**src/hw/rtl/bfsp_dist_mem.sv**
```systemverilog
`timescale 1ns / 1ps
`default_nettype none
// ----------------------------------------------------------------------------
// bfsp_dist_mem
// Per-node distance storage, one write port and two registered read ports.
// ----------------------------------------------------------------------------
module bfsp_dist_mem #(
  parameter int unsigned DEPTH = 64,
  parameter int unsigned WIDTH = 23,
  parameter int unsigned AW    = 6
) (
  input  wire logic             clk_i,
  input  wire logic             we_i,
  input  wire logic [AW-1:0]    waddr_i,
  input  wire logic [WIDTH-1:0] wdata_i,
  input  wire logic [AW-1:0]    raddr_a_i,
  input  wire logic [AW-1:0]    raddr_b_i,
  output logic      [WIDTH-1:0] rdata_a_o,
  output logic      [WIDTH-1:0] rdata_b_o
);

  logic [WIDTH-1:0] mem [DEPTH];

  always_ff @(posedge clk_i) begin
    if (we_i) begin
      mem[waddr_i] <= wdata_i;
    end
  end

  always_ff @(posedge clk_i) begin
    rdata_a_o <= mem[raddr_a_i];
    rdata_b_o <= mem[raddr_b_i];
  end

endmodule

`default_nettype wire

```
**config.mk**
```make
export PLATFORM = sky130hd
export DESIGN_NAME = bfsp_dist_mem
export DESIGN_NICKNAME = d
export VERILOG_FILES = /design/src/hw/rtl/bfsp_dist_mem.sv
export SDC_FILE = /design/constraint.sdc
export NUM_CORES = 2
export LEC_CHECK = 0
export BUFFER_PORTS_ARGS = -buffer_cell sky130_fd_sc_hd__buf_2
export CORE_UTILIZATION = 50
export CTS_CLUSTER_DIAMETER = 120
export DETAILED_ROUTE_END_ITERATION = 10
export GPL_TIMING_DRIVEN = 0
export HOLD_SLACK_MARGIN = 0.08
export PLACE_DENSITY = 0.75
export REMOVE_ABC_BUFFERS = 1
export SLEW_MARGIN = 0
export SYNTH_ARGS = -nofsm -noshare
export SYNTH_HDL_FRONTEND = slang
export SYNTH_SLANG_ARGS = --single-unit
```
**constraint.sdc**
```tcl
create_clock -name clk_i -period 3.6 [get_ports clk_i]
set_input_delay 0.36 -clock clk_i [delete_from_list [all_inputs] [get_ports clk_i]]
set_output_delay 0.36 -clock clk_i [all_outputs]
set_load 0.005 [all_outputs]
```
==> results by group <==
Outcome
  – Outcome: finished with violations
  – Failing checks: negative setup slack

Die
  – Die footprint: 0.142 mm^2
  – Die height: 377 um
  – Cell Rows: 137
  – Initial Util: 0.504
  – I/O Pins: 89
  – Core area: 0.139 mm^2
  – Die Wd: 377 um

Power
  – Leak: 25.4 nW
  – Power Density: 499 mW/mm^2
  – VDD IR max: 0.465 mV
  – Total power: 39.8 mW

Clock network
  – CTS H-tree depth: 4
  – Clock Latency Late Sink: 0.80 ns
  – Post-CTS Setup Inserts: 0
  – Max clock buf depth: 3
  – Num CTS Buffers: 158
  – Root buffer cell: clkbuf_16
  – Clk sinks: 1518
  – Clock transition at path regs: 0.06 ns
  – CTS tree: built

Setup path
  – CP Capture Type: flop
  – Levels on crit path: 7
  – Max incr delay on CP: 1.01 ns
  – Cells along the critical path: dlygate4sd3_1 -> buf_4 -> buf_16 -> and2_1 -> o221ai_1 -> o311ai_1 -> a21oi_1
  – Critical path's slowest cell: and2_1
  – Worst EP arrival: 4.28 ns
  – Worst Path Required: 4.20 ns
  – Crit path max fanout: 49
  – CP bufs+invs: 3
  – Setup crit start kind: primary input
  – Largest delay contributor family on the critical path: compound AO/OA/AOI/OAI gates
  – WS Path Type: in -> reg
  – R2R depth: 5

Synth
  – Top cells by area, synth: edfxtp_1 63%, mux4_2 17%, mux2i_1 5.2%
  – Unique masters post-synth: 42
  – Post-synth EDFFs: 1472
  – Share of the synthesized area in the top cell type: 0.630
  – Syn Inst Count: 3777
  – Sequential share of the synthesized area: 0.643
  – Post-synth top cells: 1472 x edfxtp_1, 545 x mux4_2, 365 x mux2i_1
  – Synthesized area: 0.0702 mm^2
  – Synth Flop Type: edfxtp_1
  – Post-synth ARST share: 0
  – Most frequent cell after synthesis: edfxtp_1
  – Seq cells post-synth: 1518
  – Synth Area per Inst: 18.6 um^2
  – Yosys warning total: 0
  – Largest area contributor in the netlist: edfxtp_1

STA
  – Hold Violations, Final: 0
  – Rel. slew slack: 0.0265
  – Setup violations, final: 4
  – Fin crit period: 3.68 ns
  – Clock skew: 0.0286 ns
  – Setup slack after layout: -0.0788 ns
  – Final Cycle Share: 1.02
  – Hold_ws: 0.147 ns
  – Max Fclk: 0.272 GHz
  – Measured slew at the worst slew-check pin: 1.45 ns
  – Fin. max-slew vios: 0
  – RSZ-0062 raised after global routing: no

Detailed routing
  – WL per Instance: 35.0 um
  – Via density per instance: 7.00
  – Final WL: 204000 um
  – DRC Markers: 0
  – Pre-antenna DRT Iters: 6
  – Initial DRC Count: 6166
  – DR vias: 40904
  – Routed Antenna Nets: 0

Placed design
  – Area after DPL: 0.0743 mm^2
  – Port Buffers: 88
  – GPL Wtd Cong: 0.887
  – Dpl hpwl: 126000 um

Layout
  – Synth-to-Final Area Change: 13.7%
  – Final Util: 0.573
  – Area of the multi-input gates: 0.0239 mm^2
  – Layout cells sized above 1: 0.304
  – Register area: 0.0451 mm^2
  – Layout net count: 3871
  – Fillers: 9977
  – Final non-filler cell area: 0.0798 mm^2

Global route
  – First-pass GRT wire length: 291000 um
  – All-layer global routing usage: 0.290
  – Vias in the first global route: 41381
  – Antenna violations before repair: 10
  – Largest net degree at the start of global routing: 113
  – Overflow after GRT: 0

Worst hold path
  – Hold Path Class: in -> reg
  – Hold path depth: 2

Job
  – Maxcap violations: 0
cell usage in the layout (no fill, tap or decap), types with 5 or more instances in the layout:
master,count
nor2_1,15
clkbuf_8,5
buf_2,78
a221oi_1,36
nand2b_1,6
mux2i_1,365
clkinv_2,26
nor2_4,64
buf_6,6
buf_8,9
a221o_1,19
clkinv_1,29
mux4_2,545
a21oi_1,128
o221ai_1,35
o311ai_1,29
diode_2,5
buf_4,5
edfxtp_1,1472
clkbuf_16,163
o21ai_0,36
buf_16,68
clkbuf_1,35
buf_12,27
nor4_1,18
nor2b_1,132
a211oi_1,92
mux2_2,146
o311ai_0,5
bufinv_16,22
dfxtp_1,46
nand3_1,9
a2111oi_0,44
a22o_1,36
nand2_1,75
a22oi_1,35
o22ai_1,45
timing repair:
action                                 CTS  global route
cloned                                   1             0
gates resized for setup                  0             7
endpoints found under the hold margin   10             0
setup endpoints to repair                1             7
hold buffers                             2             0
metal layers:
metal  vias up  track usage  routed length [um]
met3       587       0.0762               25800
li1      16213            -                   -
met5         -            0                  68
met1     21088        0.379               71600
met4        10        0.158               12000
met2      3006        0.443               94800
worst register-to-register path: stages (launching register included):
cell and delay [ns]:
edfxtp_1 0.39, mux4_2 0.49, nor2_1 0.11, nor4_1 0.08
a211oi_1 1.08, nor4_1 0.33
metrics by stage:
stage                     setup slack [ns]  setup TNS, ns  cells
after floorplan                      0.865              0   3472
after global placement              -11.38       -1165.71   5436
after detailed placement            -0.941         -21.76   5540
after CTS                          0.00777              0   5836
after global routing               0.00557              0   5838
final                              -0.0788         -0.135   5842
where the power goes:
part           total (mW)  leakage, nW  switching, mW  internal, mW
Sequential           19.6         13.6         0.0682          19.6
Combinational        3.20         9.19           1.96          1.24
Clock                16.9         2.62           6.94          10.0
Total                39.8         25.4           8.98          30.8
cell type report:
| cell class | instances | area share |
|---|---|---|
| well taps | 1876 | 0.0294 |
| clock inverters | 90 | 0.0135 |
| diodes | 5 | 0.000157 |
| repair buffers | 196 | 0.0388 |
| clock buffers | 203 | 0.0536 |
| inverters | 2 | 0.0000941 |
| multi-input cells | 1952 | 0.299 |
| flip-flops and latches | 1518 | 0.565 |
final timing paths:
kind / startpoint / endpoint / slack, ns
worst max-delay path: raddr_a_i[3] / rdata_a_o[10]$_DFF_P_ / -0.08
worst min-delay path: waddr_i[2] / mem[49][13]$_DFFE_PP_ / 0.15
worst max register to register: mem[53][18]$_DFFE_PP_ / rdata_a_o[18]$_DFF_P_ / 0.92
worst min register to register: mem[16][15]$_DFFE_PP_ / rdata_a_o[15]$_DFF_P_ / 0.83
cell families (layout without fill, tap and decap cells):
| kind of cell | count (synthesis) | count (layout) | share of synthesized area |
|---|---|---|---|
| AOI/OAI and AO/OA | 549 | 549 | 0.0562 |
| buffers and inverters | 307 | 491 | 0.0250 |
| DFF | 1518 | 1518 | 0.643 |
| muxes | 1056 | 1056 | 0.250 |
| other | 0 | 5 | 0 |
| and+or+nand+nor | 347 | 347 | 0.0253 |
state kept, by name (all words and copies together), names as in the netlist:
signal     count
mem         1472
rdata_a_o     23
rdata_b_o     23
(Power assumes the default switching activity.)
