## src/hw/rtl/bfsp_pkg.sv

```systemverilog
`timescale 1ns / 1ps
`default_nettype none
// ----------------------------------------------------------------------------
// bfsp_pkg
// Shared types and constants of the shortest-path engine.
// ----------------------------------------------------------------------------
package bfsp_pkg;

  localparam int unsigned MAX_NODES  = 64;
  localparam int unsigned NODE_BITS  = 6;
  localparam int unsigned DIST_BITS  = 22;
  localparam int unsigned NCFG_BITS  = 7;
  localparam int unsigned CFG_W      = 7;
  localparam int unsigned CFG_IDX_W  = 1;

  typedef enum logic [CFG_IDX_W-1:0] {
    REG_NODE_COUNT  = 1'b0,
    REG_SOURCE_NODE = 1'b1
  } bfsp_reg_e;

  typedef enum logic [2:0] {
    ST_IDLE,
    ST_CLEAR,
    ST_FETCH,
    ST_DREAD,
    ST_RELAX,
    ST_EMIT
  } bfsp_state_e;

  typedef struct packed {
    logic                 relax;
    logic                 under;
    logic [DIST_BITS-1:0] sum;
  } bfsp_relax_t;

endpackage

`default_nettype wire

```

## src/hw/rtl/bfsp_relax_unit.sv

```systemverilog
`timescale 1ns / 1ps
`default_nettype none
// ----------------------------------------------------------------------------
// bfsp_relax_unit
// Shared add and compare unit that decides whether one edge relaxes.
// ----------------------------------------------------------------------------
module bfsp_relax_unit
  import bfsp_pkg::*;
#(
  parameter int unsigned WEIGHT_BITS = 16,
  parameter int unsigned CNT_W       = 7
) (
  input  wire logic        [NODE_BITS-1:0]   from_i,
  input  wire logic        [NODE_BITS-1:0]   to_i,
  input  wire logic signed [WEIGHT_BITS-1:0] weight_i,
  input  wire logic        [CNT_W-1:0]       n_i,
  input  wire logic        [DIST_BITS:0]     d_from_i,
  input  wire logic        [DIST_BITS:0]     d_to_i,
  output bfsp_relax_t                        res_o
);

  localparam int unsigned XW    = (CNT_W > NODE_BITS) ? CNT_W : NODE_BITS;
  localparam int unsigned SUM_W = ((WEIGHT_BITS > DIST_BITS) ? WEIGHT_BITS : DIST_BITS) + 1;
  localparam logic signed [SUM_W-1:0] SMAX = SUM_W'((2 ** (DIST_BITS - 1)) - 1);
  localparam logic signed [SUM_W-1:0] SMIN = -SMAX - SUM_W'(1);

  logic                    in_range;
  logic signed [SUM_W-1:0] sum;
  logic                    above;
  logic                    no_gain;

  always_comb begin
    in_range = (XW'(from_i) < XW'(n_i)) && (XW'(to_i) < XW'(n_i));
    sum      = SUM_W'($signed(d_from_i[DIST_BITS-1:0])) + SUM_W'(weight_i);
    above    = sum > SMAX;
    no_gain  = d_to_i[DIST_BITS] && (sum >= SUM_W'($signed(d_to_i[DIST_BITS-1:0])));
    res_o.relax = in_range && d_from_i[DIST_BITS] && !above && !no_gain;
    res_o.under = sum < SMIN;
    res_o.sum   = sum[DIST_BITS-1:0];
  end

endmodule

`default_nettype wire

```

## config.mk

```make
export PLATFORM = sky130hd
export DESIGN_NAME = bfsp_relax_unit
export DESIGN_NICKNAME = d
export VERILOG_FILES = /design/src/hw/rtl/bfsp_pkg.sv /design/src/hw/rtl/bfsp_relax_unit.sv
export SDC_FILE = /design/constraint.sdc
export NUM_CORES = 1
export LEC_CHECK = 0
export BUFFER_PORTS_ARGS = -buffer_cell sky130_fd_sc_hd__clkbuf_2
export CAP_MARGIN = 20
export CORE_ASPECT_RATIO = 2
export CORE_UTILIZATION = 43
export DETAILED_ROUTE_END_ITERATION = 16
export PLACE_DENSITY_LB_ADDON = 0.2
export SLEW_MARGIN = 20
export SYNTH_ARGS = -nofsm -noshare
export SYNTH_HDL_FRONTEND = slang
export SYNTH_SLANG_ARGS = --single-unit
```

## constraint.sdc

```tcl
create_clock -name vclk -period 6.6
set_clock_uncertainty 0.1 [all_clocks]
set_input_delay 1.32 -clock vclk [all_inputs]
set_output_delay 1.32 -clock vclk [all_outputs]
set_load 0.01 [all_outputs]
```

==> key figures <==
Outcome
  – Status: complete, but fails checks
  – Violated checks: setup timing

Timing
  – RSZ-0062 raised after global routing: true
  – Slew headroom: 0.686
  – Tightest Pin Transition: ~460 ps
  – Final period util: 1.00
  – Fin Setup TNS: -32.2 ps
  – Tmin final: approximately 6600 ps
  – Pins Over Slew Limit: 0
  – Fmax: between 0.15 and 0.2 GHz
  – # setup viols final: 1
  – Final worst slack: -32.2 ps
  – Hold Vio Cnt, Final: 0

Critical path
  – Slowest cell on crit path: or3_1
  – Critical path class: primary input to primary output
  – WP data required: 5180 ps
  – Crit path launch type: primary input
  – Crit path from: weight_i[8]
  – Worst path depth: 20
  – Worst path arrival time: about 5200 ps
  – Most frequent CP cell: or3_4
  – CP endpoint kind: primary output
  – Crit Path Max Fanout: 3
  – Crit path cell chain: clkbuf_2, ha_4, a21oi_2, o21ai_1, or3_4, o22ai_4, a21boi_1, a21o_1, or3_1, and2_4, ha_4, nand4_1, or3_4, or3_4, a211oi_2, nor3_2, o21ai_1, mux2i_1, a311oi_2, buf_2
  – Critical Path End: res_o[23]
  – Family with the most delay on the worst path: simple AND/OR/NAND/NOR gates
  – Crit path buffers/inverters: 2
  – Largest stage delay on the critical path: around 400 ps

Yosys
  – Yosys warning count: 0
  – Largest area contributor in the netlist: ha_1
  – Top cell type's share of synthesized area: 0.362
  – Post-synth cell types: 40
  – Syn Inst Count: ~270
  – Area contributors post-synth: ha_1 (36%), a21oi_1 (8.2%), inv_1 (6.5%), a21o_1 (6.3%), xnor2_1 (6.0%)
  – Post-Syn Area per Cell: 7.18 µm²
  – Seq/Total Area, Yosys: 0
  – Syn_nets: approximately 400
  – Syn Std Cell Area: between 0.0015 and 0.002 mm²

Placed design
  – GP Congestion: between 0.8 and 0.9
  – Port bufs: 105
  – Post-DP HPWL: a little over 5 mm
  – Placed cells: around 450

Global route
  – GR Util All Layers: 0.249
  – Largest net degree at the start of global routing: 8
  – First-pass GRT wire length: 9.53 mm
  – Vias in the first global route: between 2000 and 3000
  – Initial antenna violation count: 0
  – GRT Residual Overflow: 0

Min path
  – Min-delay src: d_from_i[0]
  – Hold Path Class: primary input to primary output
  – Hold path cells: 3

Finish
  – CLK BUF: 0
  – NumNets Final: approximately 550
  – FF+latch area: 0 µm²
  – Synth-to-layout area growth: 55.8%
  – Layout cells sized above 1: 0.430
  – Commonest cells after routing, fill and taps aside: clkbuf_2 (104), ha_1 (49), buf_4 (40), inv_1 (33), a21oi_1 (25)
  – Final cell count without fillers: 461
  – Seq Cell Count: 0
  – Antenna diodes: 0
  – Commonest non-fill, non-tap cell in the layout: clkbuf_2

Floorplan
  – # IOs: between 100 and 150
  – Die height: slightly below 100 µm
  – Total core area: about 0.0042 mm²
  – Num rows: 33
  – DIE AREA: approximately 0.0047 mm²
  – Initial Util: 0.456
  – Die X-Extent: 49.0 µm

Detailed routing
  – Drt drc: 0
  – Initial DRT Pass Iterations: 6
  – Antenna-violating nets left: 0
  – WL/cell: approximately 13 µm
  – DRT Wirelength: roughly 6 mm
  – Via density: 5.33
  – Initial detailed-routing violation count: 37
  – Via count: ~2500

Power
  – Leak pwr: 1.67 nW
  – VDD IR-drop max: just over 0.00007 V
  – Pwr Density: around 120 mW/mm²

Clock network
  – Hold buffer count at cts: 0

Run
  – Max-Cap Viols: 0
## cell type report
class / instances / area (µm²)
Multi-Input combinational cell: 231 / 1950
Fill cell: 374 / 1210
Timing Repair Buffer: 145 / 826
Inverter: 33 / 124
Tap cell: 52 / 65.1
## kinds of logic (layout without fill, tap and decap cells)
logic type | Yosys count | count (layout) | synth area share
multiplexers | 1 | 1 | 0.00526
buffers and inverters | 34 | 178 | 0.0671
adder cells (fa/ha/maj) | 56 | 56 | 0.372
AND/OR/NAND/NOR | 68 | 68 | 0.176
XOR/XNOR | 17 | 17 | 0.0783
AO/OA/AOI/OAI | 89 | 89 | 0.301
## synth_stat cells (2+ instances only)
master	instances
ha_1	55
inv_1	33
a21oi_1	31
nor2_1	23
a21o_1	16
o21ai_0	15
nand2_1	13
xnor2_1	13
nand4_1	6
nand2b_1	4
nand3_1	4
nor2b_1	4
o21a_1	4
o21ai_1	4
o21bai_1	4
or3_1	4
xor2_1	4
a211oi_1	2
and2_1	2
and3_1	2
nor3_1	2
o211ai_1	2
## worst min-delay path by stage
stage / endpoint / slack [ps]
2_1_floorplan: res_o[0] / 2690
3_3_place_gp: res_o[0] / 2870
3_5_place_dp: res_o[0] / 2870
4_1_cts: res_o[0] / 2870
5_1_grt: res_o[0] / 2890
6_report: res_o[0] / 2880
## through the flow
| stage | hold slack [ps] | instance area, µm² | power [mW] | setup slack, ps | util |
|---|---|---|---|---|---|
| 3_3_place_gp | 2870 | 2720 | 0.307 | -291 | 0.652 |
| 4_1_cts | 2870 | 2900 | 0.336 | -87.1 | 0.695 |
| 3_5_place_dp | 2870 | 2720 | 0.312 | -417 | 0.652 |
| 2_1_floorplan | 2690 | 1910 | 0.188 | 27.8 | - |
| 5_1_grt | 2890 | 2960 | 0.384 | -278 | 0.710 |
| 6_report | 2880 | 2960 | 0.346 | -32.2 | 0.710 |
## metal layers
layer  share of wire  routed length (µm)  GRT usage  up-vias
li1                -                   -          -     1248
met1            0.33                1930      0.201     1111
met2            0.60                3540      0.572       76
met3           0.030                 177     0.0158       20
met4           0.038                 221      0.100        0
met5               0                   0          0        -
## where the power goes
group          leakage [nW]  total, mW  internal, mW  switching, mW
sequential                0          0             0              0
combinational          1.67      0.346         0.174          0.173
clock                     0          0             0              0
total                  1.67      0.346         0.174          0.173
## timing repair
action                     CTS  global route
resized for setup           19            13
setup endpoints to repair    1             1
pin swaps                   19             9
gates cloned                 0             0
setup buffers                8             2
Note: power is estimated with default switching activity, not from simulation.
